## config.mk

```make
export PLATFORM = sky130hd
export DESIGN_NAME = link_reconnect_supervisor_top
export DESIGN_NICKNAME = d
export VERILOG_FILES = /design/src/rtl/lrs_pkg.sv /design/src/rtl/lrs_cfg.sv /design/src/rtl/lrs_in_buf.sv /design/src/rtl/lrs_core.sv /design/src/rtl/link_reconnect_supervisor_top.sv
export SDC_FILE = /design/constraint.sdc
export NUM_CORES = 1
export LEC_CHECK = 0
export BUFFER_PORTS_ARGS = -buffer_cell sky130_fd_sc_hd__clkbuf_2
export CAP_MARGIN = 10
export CORE_ASPECT_RATIO = 1.75
export CORE_MARGIN = 2
export CORE_UTILIZATION = 64
export DETAILED_ROUTE_END_ITERATION = 10
export PLACE_DENSITY = 0.82
export SLEW_MARGIN = 20
export SYNTH_ARGS = -nofsm -noshare
export SYNTH_HDL_FRONTEND = slang
export SYNTH_SLANG_ARGS = --single-unit
export TNS_END_PERCENT = 100
```

## constraint.sdc

```tcl
create_clock -name clk -period 10 [get_ports clk]
set_clock_uncertainty 0.1 [all_clocks]
set_input_delay 1.5 -clock clk [delete_from_list [all_inputs] [get_ports clk]]
set_output_delay 1.5 -clock clk [all_outputs]
set_load 0.01 [all_outputs]
```

## src/rtl/lrs_pkg.sv

```systemverilog
package lrs_pkg;

    localparam int CFG_W = 32;

    // Configuration register indexes.
    localparam logic [2:0] REG_BACKOFF_MIN     = 3'd0;
    localparam logic [2:0] REG_BACKOFF_MAX     = 3'd1;
    localparam logic [2:0] REG_CONNECT_TIMEOUT = 3'd2;
    localparam logic [2:0] REG_PROBE_INTERVAL  = 3'd3;
    localparam logic [2:0] REG_PORTAL_FALLBACK = 3'd4;

    localparam logic [CFG_W-1:0] BACKOFF_MIN_RST     = 32'd1000;
    localparam logic [CFG_W-1:0] BACKOFF_MAX_RST     = 32'd60000;
    localparam logic [CFG_W-1:0] CONNECT_TIMEOUT_RST = 32'd15000;
    localparam logic [CFG_W-1:0] PROBE_INTERVAL_RST  = 32'd30000;
    localparam logic [CFG_W-1:0] PORTAL_FALLBACK_RST = 32'd120000;

    // Event codes.
    localparam logic [1:0] FUNC_TICK          = 2'd0;
    localparam logic [1:0] FUNC_START         = 2'd1;
    localparam logic [1:0] FUNC_CREDS_SAVED   = 2'd2;
    localparam logic [1:0] FUNC_CREDS_CLEARED = 2'd3;

    // Link state codes as reported on the result.
    localparam logic [1:0] LINK_DOWN       = 2'd0;
    localparam logic [1:0] LINK_CONNECTING = 2'd1;
    localparam logic [1:0] LINK_UP         = 2'd2;

    typedef enum logic [2:0] {
        LS_DOWN       = 3'b001,
        LS_CONNECTING = 3'b010,
        LS_UP         = 3'b100
    } link_fsm_t;

    typedef struct packed {
        logic [1:0]  func;
        logic [31:0] now_ms;
        logic        link_up;
        logic        probe_ok;
        logic        creds_present;
    } in_item_t;

    typedef struct packed {
        logic [1:0] link_state;
        logic       issue_connect;
        logic       issue_disconnect;
        logic       ev_connected;
        logic       ev_lost;
        logic       ev_timeout;
        logic       probe_used;
        logic       portal_start;
        logic       portal_stop;
        logic       portal_active;
    } out_item_t;

    typedef struct packed {
        logic [CFG_W-1:0] backoff_min_ms;
        logic [CFG_W-1:0] backoff_max_ms;
        logic [CFG_W-1:0] connect_timeout_ms;
        logic [CFG_W-1:0] probe_interval_ms;
        logic [CFG_W-1:0] portal_fallback_ms;
    } cfg_regs_t;

endpackage

```

## src/rtl/lrs_cfg.sv

```systemverilog
module lrs_cfg (
    input  logic                       clk,
    input  logic                       rst_n,
    input  logic                       cfg_valid,
    output logic                       cfg_ready,
    input  logic [2:0]                 cfg_index,
    input  logic [lrs_pkg::CFG_W-1:0]  cfg_data,
    output lrs_pkg::cfg_regs_t         regs
);
    import lrs_pkg::*;

    cfg_regs_t regs_reg;

    assign cfg_ready = 1'b1;
    assign regs      = regs_reg;

    always_ff @(posedge clk or negedge rst_n)
    begin
        if (!rst_n)
        begin
            regs_reg.backoff_min_ms     <= BACKOFF_MIN_RST;
            regs_reg.backoff_max_ms     <= BACKOFF_MAX_RST;
            regs_reg.connect_timeout_ms <= CONNECT_TIMEOUT_RST;
            regs_reg.probe_interval_ms  <= PROBE_INTERVAL_RST;
            regs_reg.portal_fallback_ms <= PORTAL_FALLBACK_RST;
        end
        else if (cfg_valid)
        begin
            case (cfg_index)
                REG_BACKOFF_MIN:     regs_reg.backoff_min_ms     <= cfg_data;
                REG_BACKOFF_MAX:     regs_reg.backoff_max_ms     <= cfg_data;
                REG_CONNECT_TIMEOUT: regs_reg.connect_timeout_ms <= cfg_data;
                REG_PROBE_INTERVAL:  regs_reg.probe_interval_ms  <= cfg_data;
                REG_PORTAL_FALLBACK: regs_reg.portal_fallback_ms <= cfg_data;
                default:             regs_reg <= regs_reg;
            endcase
        end
    end

endmodule

```

## src/rtl/lrs_in_buf.sv

```systemverilog
module lrs_in_buf (
    input  logic              clk,
    input  logic              rst_n,
    input  logic              in_valid,
    output logic              in_ready,
    input  lrs_pkg::in_item_t in_item,
    output logic              item_valid,
    output lrs_pkg::in_item_t item,
    input  logic              item_take
);
    import lrs_pkg::*;

    logic     valid_reg;
    in_item_t item_reg;

    // The slot refills in the same cycle that the core consumes it.
    assign in_ready   = !valid_reg || item_take;
    assign item_valid = valid_reg;
    assign item       = item_reg;

    always_ff @(posedge clk or negedge rst_n)
    begin
        if (!rst_n)
        begin
            valid_reg <= 1'b0;
        end
        else if (in_ready)
        begin
            valid_reg <= in_valid;
        end
    end

    always_ff @(posedge clk)
    begin
        if (in_ready && in_valid)
        begin
            item_reg <= in_item;
        end
    end

endmodule

```

## src/rtl/lrs_core.sv

```systemverilog
module lrs_core #(
    parameter int TIME_BITS = 32
) (
    input  logic               clk,
    input  logic               rst_n,
    input  lrs_pkg::cfg_regs_t regs,
    input  logic               item_valid,
    input  lrs_pkg::in_item_t  item,
    output logic               item_take,
    output logic               out_valid,
    input  logic               out_ready,
    output lrs_pkg::out_item_t out_item
);
    import lrs_pkg::*;

    localparam int CMP_W = (TIME_BITS > CFG_W) ? TIME_BITS : CFG_W;

    link_fsm_t            state_reg, state_next;
    logic                 creds_reg, creds_next;
    logic                 portal_reg, portal_next;
    logic [CFG_W-1:0]     backoff_reg, backoff_next;
    logic [TIME_BITS-1:0] retry_reg, retry_next;
    logic [TIME_BITS-1:0] attempt_reg, attempt_next;
    logic [TIME_BITS-1:0] up_time_reg, up_time_next;
    logic [TIME_BITS-1:0] probe_time_reg, probe_time_next;

    logic                 out_valid_reg;
    out_item_t            out_item_reg, out_item_next;

    logic [TIME_BITS-1:0] now_t;
    logic [TIME_BITS-1:0] since_probe, since_attempt, since_up;
    logic                 probe_due, attempt_expired, outage_long;
    logic                 do_try, do_portal;
    logic [CFG_W:0]       twice;

    assign item_take = item_valid && (!out_valid_reg || out_ready);
    assign out_valid = out_valid_reg;
    assign out_item  = out_item_reg;

    assign now_t         = TIME_BITS'(item.now_ms);
    assign since_probe   = now_t - probe_time_reg;
    assign since_attempt = now_t - attempt_reg;
    assign since_up      = now_t - up_time_reg;

    assign probe_due       = CMP_W'(since_probe) >= CMP_W'(regs.probe_interval_ms);
    assign attempt_expired = CMP_W'(since_attempt) > CMP_W'(regs.connect_timeout_ms);
    assign outage_long     = CMP_W'(since_up) >= CMP_W'(regs.portal_fallback_ms);

    always_comb
    begin
        state_next      = state_reg;
        creds_next      = creds_reg;
        portal_next     = portal_reg;
        backoff_next    = backoff_reg;
        retry_next      = retry_reg;
        attempt_next    = attempt_reg;
        up_time_next    = up_time_reg;
        probe_time_next = probe_time_reg;
        out_item_next   = '0;
        do_try          = 1'b0;
        do_portal       = 1'b0;
        twice           = '0;

        case (item.func)
            FUNC_TICK:
            begin
                if (item.link_up)
                begin
                    if (state_reg != LS_UP)
                    begin
                        out_item_next.ev_connected = 1'b1;
                        up_time_next               = now_t;
                        state_next                 = LS_UP;
                        backoff_next               = regs.backoff_min_ms;
                        retry_next                 = now_t;
                        attempt_next               = '0;
                        if (portal_reg)
                        begin
                            portal_next               = 1'b0;
                            out_item_next.portal_stop = 1'b1;
                        end
                    end
                    if (probe_due)
                    begin
                        probe_time_next          = now_t;
                        out_item_next.probe_used = 1'b1;
                        if (!item.probe_ok)
                        begin
                            out_item_next.ev_lost          = 1'b1;
                            out_item_next.issue_disconnect = 1'b1;
                            state_next                     = LS_DOWN;
                            retry_next                     = now_t;
                        end
                    end
                end
                else
                begin
                    if (state_next == LS_UP)
                    begin
                        out_item_next.ev_lost = 1'b1;
                        state_next            = LS_DOWN;
                        retry_next            = now_t;
                    end
                    if (state_next == LS_CONNECTING && attempt_expired)
                    begin
                        out_item_next.ev_timeout       = 1'b1;
                        out_item_next.issue_disconnect = 1'b1;
                        state_next                     = LS_DOWN;
                        retry_next                     = now_t + TIME_BITS'(backoff_reg);
                    end
                    // Retry time is compared as a plain magnitude, not as a wrapped gap.
                    do_try    = (state_next == LS_DOWN) && (now_t >= retry_next);
                    do_portal = !creds_reg || outage_long;
                end
            end
            FUNC_START:
            begin
                creds_next      = item.creds_present;
                up_time_next    = now_t;
                state_next      = LS_DOWN;
                backoff_next    = regs.backoff_min_ms;
                retry_next      = '0;
                probe_time_next = '0;
                do_try          = 1'b1;
                do_portal       = !item.creds_present;
            end
            FUNC_CREDS_SAVED:
            begin
                creds_next = 1'b1;
                do_try     = 1'b1;
            end
            FUNC_CREDS_CLEARED:
            begin
                creds_next                     = 1'b0;
                out_item_next.issue_disconnect = 1'b1;
                state_next                     = LS_DOWN;
                attempt_next                   = '0;
                backoff_next                   = regs.backoff_min_ms;
                retry_next                     = now_t + TIME_BITS'(regs.backoff_min_ms);
                do_portal                      = 1'b1;
            end
            default:
            begin
                out_item_next = '0;
            end
        endcase

        if (do_try && creds_next)
        begin
            out_item_next.issue_connect = 1'b1;
            state_next                  = LS_CONNECTING;
            attempt_next                = now_t;
            retry_next                  = now_t + TIME_BITS'(backoff_next);
            // Doubling is done one bit wider so it cannot wrap before the limit check.
            twice                       = {backoff_next, 1'b0};
            backoff_next = (twice < {1'b0, regs.backoff_max_ms}) ? twice[CFG_W-1:0]
                                                                 : regs.backoff_max_ms;
        end

        if (do_portal && !portal_reg)
        begin
            portal_next                = 1'b1;
            out_item_next.portal_start = 1'b1;
        end

        case (state_next)
            LS_DOWN:       out_item_next.link_state = LINK_DOWN;
            LS_CONNECTING: out_item_next.link_state = LINK_CONNECTING;
            LS_UP:         out_item_next.link_state = LINK_UP;
            default:       out_item_next.link_state = LINK_DOWN;
        endcase
        out_item_next.portal_active = portal_next;
    end

    always_ff @(posedge clk or negedge rst_n)
    begin
        if (!rst_n)
        begin
            state_reg      <= LS_DOWN;
            creds_reg      <= 1'b0;
            portal_reg     <= 1'b0;
            backoff_reg    <= BACKOFF_MIN_RST;
            retry_reg      <= '0;
            attempt_reg    <= '0;
            up_time_reg    <= '0;
            probe_time_reg <= '0;
            out_valid_reg  <= 1'b0;
        end
        else
        begin
            if (item_take)
            begin
                state_reg      <= state_next;
                creds_reg      <= creds_next;
                portal_reg     <= portal_next;
                backoff_reg    <= backoff_next;
                retry_reg      <= retry_next;
                attempt_reg    <= attempt_next;
                up_time_reg    <= up_time_next;
                probe_time_reg <= probe_time_next;
                out_valid_reg  <= 1'b1;
            end
            else if (out_ready)
            begin
                out_valid_reg <= 1'b0;
            end
        end
    end

    always_ff @(posedge clk)
    begin
        if (item_take)
        begin
            out_item_reg <= out_item_next;
        end
    end

endmodule

```

## src/rtl/link_reconnect_supervisor_top.sv

```systemverilog
// Channel   Direction  Handshake               Beat contents
// in        input      in_valid / in_ready     in_item (event, time, link status)
// out       output     out_valid / out_ready   out_item (state, commands, flags)
// cfg       input      cfg_valid / cfg_ready   cfg_index, cfg_data
//
// An event passes from input beat to result beat through the input register, then
// the supervisor logic into the result register. One event is accepted per cycle
// unless the result stalls; the state update between events is the loop.
// Reset clears the link state, credentials, portal flag and timers; the
// configuration registers return to their defaults. A stalled result holds the
// next event in the input register, and then in_ready falls.
module link_reconnect_supervisor_top #(
    parameter int TIME_BITS = 32
) (
    input  logic                      clk,
    input  logic                      rst_n,
    input  logic                      in_valid,
    output logic                      in_ready,
    input  lrs_pkg::in_item_t         in_item,
    output logic                      out_valid,
    input  logic                      out_ready,
    output lrs_pkg::out_item_t        out_item,
    input  logic                      cfg_valid,
    output logic                      cfg_ready,
    input  logic [2:0]                cfg_index,
    input  logic [lrs_pkg::CFG_W-1:0] cfg_data
);
    import lrs_pkg::*;

    cfg_regs_t regs;
    logic      item_valid;
    in_item_t  item;
    logic      item_take;

    lrs_cfg u_cfg (
        .clk       (clk),
        .rst_n     (rst_n),
        .cfg_valid (cfg_valid),
        .cfg_ready (cfg_ready),
        .cfg_index (cfg_index),
        .cfg_data  (cfg_data),
        .regs      (regs)
    );

    lrs_in_buf u_in_buf (
        .clk        (clk),
        .rst_n      (rst_n),
        .in_valid   (in_valid),
        .in_ready   (in_ready),
        .in_item    (in_item),
        .item_valid (item_valid),
        .item       (item),
        .item_take  (item_take)
    );

    lrs_core #(
        .TIME_BITS (TIME_BITS)
    ) u_core (
        .clk        (clk),
        .rst_n      (rst_n),
        .regs       (regs),
        .item_valid (item_valid),
        .item       (item),
        .item_take  (item_take),
        .out_valid  (out_valid),
        .out_ready  (out_ready),
        .out_item   (out_item)
    );

endmodule
```

### Word-level counts from Yosys, hierarchy flattened

Index checks and enable logic that the tools add are counted.

* register bits after elaboration: 375
* output and inout bits: 14
* bits of input ports: 77

* multiplexer cells: 61
* $add $sub $neg: 6
* equality and inequality tests: 18
* order comparisons: 5
* bitwise operators: 1
* reductions and logical operators: 34

Operators by type and width (number)
* 2-to-1 mux 32 bit: 20
* one-hot mux 32 bit (2 select lines): 4
* adder 32 bit: 3
* >= comparator 32 bit: 3
* one-hot mux 32 bit (3 select lines): 1
* subtractor 32 bit: 3
* < comparator 33 x 32 -> 1 bit: 1
* 2-to-1 mux 3 bit: 11
* > comparator 32 bit: 1
* 2-to-1 mux 1 bit: 19
* AND reduction 2 bit: 7
* == test 3 x 2 -> 1 bit, second input constant: 4
* AND reduction 4 bit: 3
* == test 3 bit, second input constant: 3
* == test 3 x 1 -> 1 bit, second input constant: 2
* logical AND 1 bit: 6
* one-hot mux 1 bit (3 select lines): 2
* one-hot mux 3 bit (2 select lines): 1
* OR reduction 2 bit: 3
* logical NOT 1 bit: 5
* == test 2 bit, second input constant: 2
* != test 2 x 1 -> 1 bit, second input constant: 2
* one-hot mux 1 bit (2 select lines): 2
* one-hot mux 2 bit (2 select lines): 1
* 13 further kinds: 16

### Longest topological paths before layout

Gate-level depths: netlist of run 1.

* word-level depth: 17
* depth in mapped cells: 40

### Cells and area by module

A second synthesis of run 1 with hierarchy kept.

* cell total of the unflattened synthesis: 3250
* area, all modules: 29567.1 um^2

Modules (own cells, without submodules)
* lrs_core: times used 1, area each 22315.2 um^2, cells each 2864
* lrs_cfg: times used 1, area each 6087.1 um^2, cells each 345
* lrs_in_buf: times used 1, area each 1164.9 um^2, cells each 41

### Worst setup path before layout of run 1

Ideal clock, no wire load.

* kind: reg2reg
* from: register u_in_buf.item_reg, in the netlist u_in_buf.item[4]
* to: register u_core.backoff_reg[10]
* stages on the path, launching flop included: 37
* setup time: 118 ps
* arrival: 7408 ps
* slack: 2374 ps
* clock period less this slack: 7626 ps
* cell sequence: edfxtp_1 -> ha_1 -> nor2b_1 -> o2111a_1 -> nor2_1 -> o311a_1 -> o41ai_1 -> o2111ai_1 -> a31oi_1 -> a41o_1 -> a21oi_1 -> xnor2_1 -> ha_1 -> nand4_1 -> nor4_1 -> and3_1 -> nor4_1 -> o31a_1 -> and2_1 -> clkbuf_1 -> clkbuf_1 -> clkbuf_1 -> a21oi_1 -> nor2_1 -> a221o_1 -> ha_1 -> nand4_1 -> nor3_1 -> o211ai_1 -> a211oi_1 -> o31ai_1 -> a211o_1 -> inv_1 -> buf_2 -> buf_1 -> a311oi_1 -> a21o_1

* word-level cells in the longest chain between the ends: 12
* elaborated cells between the ends (all ways): 18
* those cells by class: add/sub: 2; order compare: 2; eq/ne: 1; mux: 10; reduce/logical: 3

Ends and longest elaborated chain
* start: declaration: RTL line lrs_in_buf.sv:14 `in_item_t item_reg;`
* start signal: assignment: RTL line lrs_in_buf.sv:37 `item_reg <= in_item;`
* subtractor 32 bit: RTL line lrs_core.sv:42 `assign since_attempt = now_t - attempt_reg;`
* > comparator 32 bit: RTL line lrs_core.sv:46 `assign attempt_expired = CMP_W'(since_attempt) > CMP_W'(regs.connect_timeout_ms);`
* logical AND 1 bit: RTL line lrs_core.sv:104 `if (state_next == LS_CONNECTING && attempt_expired)`
* 2-to-1 mux 32 bit / 2-to-1 mux 3 bit (equally long branches): RTL line lrs_core.sv:104
* 2-to-1 mux 32 bit / 2-to-1 mux 3 bit (equally long branches): RTL line lrs_core.sv:67 `if (item.link_up)`
* 2-to-1 mux 32 bit / 2-to-1 mux 3 bit (equally long branches): RTL line lrs_core.sv:64 `case (item.func)`
* >= comparator 32 bit / == test 3 x 1 -> 1 bit (equally long branches): RTL line lrs_core.sv:112 `do_try = (state_next == LS_DOWN) && (now_t >= retry_next);`
* logical AND 1 bit (*): RTL line lrs_core.sv:112
* 2-to-1 mux 1 bit (*): RTL line lrs_core.sv:67
* one-hot mux 1 bit (2 select lines) (*): RTL line lrs_core.sv:64
* logical AND 1 bit (*): RTL line lrs_core.sv:148 `if (do_try && creds_next)`
* 2-to-1 mux 32 bit (*): RTL line lrs_core.sv:148
* end signal: assignment: RTL line lrs_core.sv:196 `backoff_reg <= backoff_next;`
* end: declaration: RTL line lrs_core.sv:21 `logic [CFG_W-1:0] backoff_reg, backoff_next;`

Every way passes the cells marked *; elsewhere a longest branch is shown, timed or not. The select of a mux whose other input is x is not followed.
A chain may end at the register's enable or synchronous reset.

### Worst setup path in the final report of run 1

* from: register u_in_buf.item_reg, in the netlist u_in_buf.item[3]
* to: register u_core.backoff_reg[27]

Same word-level chain as after synthesis.

==> results of run 1 <==
## tightest hold or removal path: cells and delay by family (launching register included)
| family | cells | cell delay [ps] |
|---|---|---|
| and+or+nand+nor | 1 | 40 |
| DFF | 1 | 340 |
| AOI/OAI and AO/OA | 1 | 60 |
## logic make-up after synthesis
logic type	share of synthesized area, %
AOI/OAI and AO/OA	24.45
and+or+nand+nor	13.25
buffers and inverters	5.236
DFF	32.14
adders and majority gates	14.90
xor gates and xnor gates	4.800
muxes	5.203
other	0.01246
## cells in the mapped netlist (all sizes together) (31+ instances only)
| master | n | area (um2) |
|---|---|---|
| mux2 | 100 | 1126 |
| a31oi | 34 | 227.7 |
| clkbuf | 108 | 405.4 |
| o21a | 31 | 232.7 |
| nand3 | 84 | 420.4 |
| inv | 272 | 1021 |
| dfrtp | 286 | 7157 |
| o211ai | 33 | 247.7 |
| nand2b | 59 | 369.1 |
| ha | 349 | 4367 |
| o21ai | 285 | 1430 |
| a21o | 143 | 1074 |
| nand4 | 35 | 219.0 |
| xor2 | 59 | 516.8 |
| dfstp | 41 | 1077 |
| mux2i | 44 | 440.4 |
| nor2b | 37 | 231.5 |
| a22o | 62 | 543.0 |
| nor2 | 185 | 694.4 |
| a311oi | 37 | 324.1 |
| a211oi | 47 | 352.8 |
| nand2 | 307 | 1152 |
| edfxtp | 48 | 1441 |
| a21oi | 276 | 1381 |
| nor3 | 48 | 240.2 |
| xnor2 | 106 | 928.4 |
## layer usage
layer	track usage, %	up-vias	routed length [um]
met1	48.53	13594	36890
li1	-	12590	-
met5	0	-	38
met3	9.871	777	9538
met4	50.12	6	15890
met2	74.95	1721	51460
## report_power, final
part           switching (uW)  internal (uW)
clock network             688            924
registers                 353           1960
logic                    3010           1960
## final cells by class
cell class | count | area [um2]
multi-input cells | 2644 | 18930
diodes | 5 | 12.51
flip-flops and latches | 375 | 9676
well taps | 588 | 735.7
clock inverters | 16 | 236.5
fillers | 3577 | 13870
inverters | 273 | 1025
repair buffers | 161 | 1025
clock buffers | 55 | 1127
## final timing paths
kind | from | endpoint | depth (start not counted)
worst min register to register | u_core.probe_time_reg[6]$_DFFE_PN0P_ | u_core.probe_time_reg[6]$_DFFE_PN0P_ | 2
worst max register to register | u_in_buf.item[3]$_DFFE_PP_ | u_core.backoff_reg[27]$_DFFE_PN0P_ | 38
min in group asynchronous | rst_n | u_core.up_time_reg[25]$_DFFE_PN0P_ | 1
worst min-delay path | u_core.probe_time_reg[6]$_DFFE_PN0P_ | u_core.probe_time_reg[6]$_DFFE_PN0P_ | 2
max in group asynchronous | rst_n | u_core.retry_reg[28]$_DFFE_PN0P_ | 3
worst max-delay path | u_in_buf.item[3]$_DFFE_PP_ | u_core.backoff_reg[27]$_DFFE_PN0P_ | 38
## through the flow
step | worst slack (ps) | hold WS (ps) | util [%]
after floorplan | 2374 | 348.5 | -
after global placement | 1116 | 360.6 | 67.24
final | 499.1 | 382.5 | 70.25
after CTS | 691.5 | 384.2 | 70.16
after detailed placement | 923.4 | 370.0 | 67.24
after global routing | 92.04 | 420.4 | 70.23
## repair_timing
item,CTS,global route
setup buffers,0,0
hold buffers,0,0
endpoints found under the setup margin,0,10
hold endpoints to repair,0,0
resized for setup,0,2
==> impl_summary.log, run 1 <==
[metrics] status: finished, final reports clean
[metrics] Syn Std Cell Area: 30110 um2
[metrics] total negative slack for setup checks: 0 ps
[metrics] count of yosys warnings during synthesis: 0
[metrics] final instance area: around 33000 um2
[metrics] number of buffers inserted during clock tree synthesis: 39
[metrics] buffers and inverters on the worst path: 6
[metrics] part of the cycle the worst path needs: 95.01%
[metrics] total length of routed wires: roughly 110000 um
[metrics] final cell count without fillers: 4117
[metrics] first-iteration detailed-routing DRC count: 2507
[metrics] Horiz. Die Dim: 168.0 um
[metrics] layout cells sized above 1: a little under an eighth
[metrics] crit path DAT: approximately 9900 ps
[metrics] pin count of the biggest net entering global routing: 82
[metrics] core region area: approximately 47000 um2
[metrics] area post-placement: 31360 um2
[metrics] placed cell count: 4040
[metrics] HPWL after DPL: roughly 84000 um
[metrics] FFs w/ async S/R, synth: 87.20%
[metrics] total congestion overflow: 0
[metrics] number of flip-flops in the largest register: 160
[metrics] most common cell after layout, fill and taps aside: sky130_fd_sc_hd__ha_1
[metrics] cell area power density: 271.4 nW/um2
[metrics] DRT antenna net count: 0
[metrics] register bit count reported by yosys: ~380
[metrics] top achievable clock speed: between 100 and 150 MHz
[metrics] layout overhead on the synthesized area: 8.827%
[metrics] min Tclk post-route: 9501 ps
[metrics] peak supply drop: 0.0002002 V
[metrics] sequential cell area fraction in the yosys report: 32.14%
[metrics] Root Buffer Master: sky130_fd_sc_hd__clkbuf_16
[metrics] Tightest Hold Check Type: reg -> reg
[metrics] final hold violations: 0
[metrics] Total Power Consumption: 8893 uW
[metrics] cell family with the largest share of critical-path delay: compound AO/OA/AOI/OAI gates
[metrics] commonest cells after routing, fill and taps aside: sky130_fd_sc_hd__ha_1 (349), sky130_fd_sc_hd__nand2_1 (306), sky130_fd_sc_hd__dfrtp_1 (286)
[metrics] register-to-register setup slack: 500 ps
[metrics] Mapped Cells: 3429
[metrics] critical-path cell with the highest stage delay: sky130_fd_sc_hd__edfxtp_1
[metrics] post-synth cell types: 81
[metrics] number of enable-type register cells in the synthesized netlist: 48
[metrics] most used flip-flop cell after synthesis: sky130_fd_sc_hd__dfrtp_1
[metrics] Net count, final: between 3000 and 4000
[metrics] Worst slew margin: approximately 21%
[metrics] required time worst endpoint: 10400 ps
[metrics] RSZ-0062 raised after global routing: false
[metrics] Mean Syn Cell Area: 8.780 um2
[metrics] final routed wire length divided by cell count: around 28 um
[metrics] Max FO, Critical Path: 37
[metrics] critical path start-end classification: reg -> reg
[metrics] antenna violations before repair: 5
[metrics] static leakage power: 0.01533 uW
[metrics] global-route usage over all layers: 46.70%
[metrics] Vias: 28688
[metrics] initial cell density of the core: 64.55%
[metrics] number of slew-limit violations in the final report: 0
[metrics] vias per inst: 6.968
[metrics] clock transition at the registers of the reported paths: around 70 ps
[metrics] number of DRC violations after detailed routing: 0
[metrics] synthesized netlist net count: 3861
[metrics] CTS max path bufs: 3
[metrics] endpoints failing setup: 0
[metrics] type of origin of the critical path: flip-flop
[metrics] clock tree from TritonCTS: done
[metrics] maxcap violations: 0
[metrics] H-tree depth reported by CTS: 2
[metrics] IO buf count: 89
[metrics] Die Outline Area: 48860 um2
[metrics] Die Y-Extent: about 290 um
[metrics] kind of capture point of the worst setup path: flip-flop
[metrics] total number of clock tree sinks: 375
[metrics] Largest stage delay, worst path: 470 ps
[metrics] Std-Cell Rows: between 100 and 150
[metrics] final weighted congestion in routability-driven placement: between 1 and 1.5
[metrics] drt first pass iters: 5
[metrics] Slew @ Worst Pin: 1173 ps
[metrics] Clock Latency Late Sink: 580 ps
[metrics] global-route wire length before repair: 172600 um
[metrics] num ports: 91
[metrics] via count of the first global-routing pass: roughly 30000
(Power assumes the default switching activity.)
==> run 2: changes to the inputs <==
CELL_PAD_IN_SITES_DETAIL_PLACEMENT = 0   (was unset)
CELL_PAD_IN_SITES_GLOBAL_PLACEMENT = 2   (was unset)
CORE_UTILIZATION = 40   (was 64)
PLACE_DENSITY = 0.81   (was 0.82)
==> impl_summary.log, run 2 (synthesis results as in run 1) <==
[metrics] status: finished, final reports clean
[metrics] number of flip-flops in the largest register: 160
[metrics] startpoint of the worst setup timing path: u_in_buf.item[3]$_DFFE_PP_
[metrics] layout cells sized above 1: between 10% and 20%
[metrics] register-to-register setup slack: about 960 ps
[metrics] Die Outline Area: slightly below 80000 um2
[metrics] final weighted congestion in routability-driven placement: approximately 0.92
[metrics] number of DRC violations after detailed routing: 0
[metrics] Tightest Hold Check Type: reg -> reg
[metrics] terminus of the critical flop-to-flop path: u_core.backoff_reg[8]$_DFFE_PN1P_
[metrics] Die Y-Extent: 366.9 um
[metrics] critical path start-end classification: reg -> reg
[metrics] Std-Cell Rows: 133
[metrics] final instance area: 33430 um2
[metrics] Inserted Diodes: 0
[metrics] proportion of total power due to net switching: 44.72%
[metrics] global-route wire length before repair: 174100 um
[metrics] Total Power Consumption: 8981 uW
[metrics] switching power: 4016 uW
[metrics] RSZ-0062 raised after global routing: false
[metrics] critical-path cell with the highest stage delay: sky130_fd_sc_hd__edfxtp_1
[metrics] Clock Latency Late Sink: 630 ps
[metrics] endpoints failing setup: 0
[metrics] Final Util: 44.65%
[metrics] HPWL after DPL: 91970 um
[metrics] vias per inst: 6.002
[metrics] Vias: 26890
[metrics] number of buffers inserted during clock tree synthesis: 44
[metrics] required time worst endpoint: about 10000 ps
[metrics] crit path DAT: 9500 ps
[metrics] Reg-to-Reg Start: u_in_buf.item[3]$_DFFE_PP_
[metrics] crit path capture: u_core.backoff_reg[8]$_DFFE_PN1P_
[metrics] static leakage power: 0.01546 uW
[metrics] Net count, final: 3932
[metrics] via count of the first global-routing pass: 26836
[metrics] Horiz. Die Dim: ~210 um
[metrics] DRT antenna net count: 0
[metrics] commonest cells after routing, fill and taps aside: sky130_fd_sc_hd__ha_1 (349), sky130_fd_sc_hd__nand2_1 (306), sky130_fd_sc_hd__dfrtp_1 (286)
[metrics] part of the cycle the worst path needs: 90.39%
[metrics] layout overhead on the synthesized area: 11.05%
[metrics] minimum setup slack in the final design: 961.5 ps
[metrics] global-route usage over all layers: 30.48%
[metrics] number of slew-limit violations in the final report: 0
[metrics] share of total power in the clock network: 20.3%
[metrics] most common cell after layout, fill and taps aside: sky130_fd_sc_hd__ha_1
[metrics] initial cell density of the core: 40.20%
[metrics] Worst slew margin: 25.39%
[metrics] maxcap violations: 0
[metrics] Max FO, Critical Path: 43
[metrics] number of cells on the worst reg-to-reg path: 37
[metrics] Post-Place Setup Slack: 614.5 ps
[metrics] CTS max path bufs: 3
[metrics] num ports: slightly above 90
[metrics] Filler Cells Inserted: 7385
[metrics] final hold violations: 0
[metrics] total number of clock tree sinks: 375
[metrics] cell area power density: 268.6 nW/um2
[metrics] Largest stage delay, worst path: 470 ps
[metrics] area post-placement: 31820 um2
[metrics] peak supply drop: 0.0001243 V
[metrics] clock transition at the registers of the reported paths: ~70 ps
[metrics] antenna violations before repair: 2
[metrics] min Tclk post-route: 9039 ps
[metrics] clock tree from TritonCTS: done
[metrics] H-tree depth reported by CTS: 2
[metrics] internal cell power: 4964 uW
[metrics] total congestion overflow: 0
[metrics] total negative slack for setup checks: 0 ps
[metrics] Slew @ Worst Pin: 1119 ps
[metrics] IO buf count: 89
[metrics] Root Buffer Master: sky130_fd_sc_hd__clkbuf_16
[metrics] Logic pwr share: 53.9%
[metrics] sequential cell fraction of total power: about a quarter
[metrics] kind of capture point of the worst setup path: flip-flop
[metrics] final routed wire length divided by cell count: roughly 26 um
[metrics] drt first pass iters: 6
[metrics] top achievable clock speed: 110.6 MHz
[metrics] core region area: 74880 um2
[metrics] Hold Path Depth: 2
[metrics] first-iteration detailed-routing DRC count: 1699
[metrics] type of origin of the critical path: flip-flop
[metrics] pin count of the biggest net entering global routing: 146
[metrics] total length of routed wires: 118400 um
==> run 2: changes by cell type in the layout (fill, tap and decap cells not counted), sizes merged <==
cell      previous run  this run
buf                 73        74
clkbuf             143       149
clkinv               9        11
clkinvlp             1         0
diode                5         0
inv                274       277
==> run 2: layout make-up <==
type	instances	area, um2	area share [%]
clock buffers	61	1309	3.914
inverters	273	1025	3.065
repair buffers	162	1028	3.076
well taps	945	1182	3.536
flip-flops and latches	375	9676	28.94
multi-input cells	2644	18940	56.64
clock inverters	20	276.5	0.8270
==> run 2: per-stage QoR <==
step                      hold WS (ps)  instances
after floorplan                  348.5       3429
after global placement           361.2       4396
after detailed placement         371.0       4396
after CTS                        385.2       4477
after global routing             406.4       4480
final                            382.1       4480
==> run 2: power groups by stage <==
stage,logic [uW],clock network (uW),registers (uW)
after CTS,4810,1870,2310
after floorplan,3430,0,2170
after global placement,4710,0,2330
after global routing,5390,1910,2340
after detailed placement,4780,0,2330
final,4840,1820,2320
==> run 2: worst min path at each step <==
| stage | slack [ps] | from | endpoint |
|---|---|---|---|
| 2_1_floorplan | 350 | u_core.probe_time_reg[17]$_DFFE_PN0P_ | u_core.probe_time_reg[17]$_DFFE_PN0P_ |
| 3_3_place_gp | 360 | u_core.probe_time_reg[2]$_DFFE_PN0P_ | u_core.probe_time_reg[2]$_DFFE_PN0P_ |
| 3_5_place_dp | 370 | u_core.probe_time_reg[0]$_DFFE_PN0P_ | u_core.probe_time_reg[0]$_DFFE_PN0P_ |
| 4_1_cts | 390 | u_core.probe_time_reg[0]$_DFFE_PN0P_ | u_core.probe_time_reg[0]$_DFFE_PN0P_ |
| 5_1_grt | 410 | u_core.probe_time_reg[20]$_DFFE_PN0P_ | u_core.probe_time_reg[20]$_DFFE_PN0P_ |
| 6_report | 380 | u_core.probe_time_reg[6]$_DFFE_PN0P_ | u_core.probe_time_reg[6]$_DFFE_PN0P_ |
==> run 2: worst max-delay path, delay by kind of cell (launching register included) <==
kind,cells,cell delay [ps]
AOI/OAI and AO/OA,16,3800
xor gates and xnor gates,1,150
DFF,1,470
adders and majority gates,4,1290
buffers and inverters,5,1190
and+or+nand+nor,11,1940
==> run 2: per-layer routing <==
metal	vias up	global-route usage, %	wire [um]
met2	787	54.52	60500
li1	12608	-	-
met1	13202	31.86	41900
met3	289	2.902	4109
met5	-	0	26
met4	4	25.66	11880
==> run 2: what timing repair did <==
item / CTS / global route
buffers inserted: 0 / 3
gates resized for setup: 0 / 2
endpoints found under the setup margin: 0 / 79
hold buffers: 0 / 0
hold endpoints to repair: 0 / 0
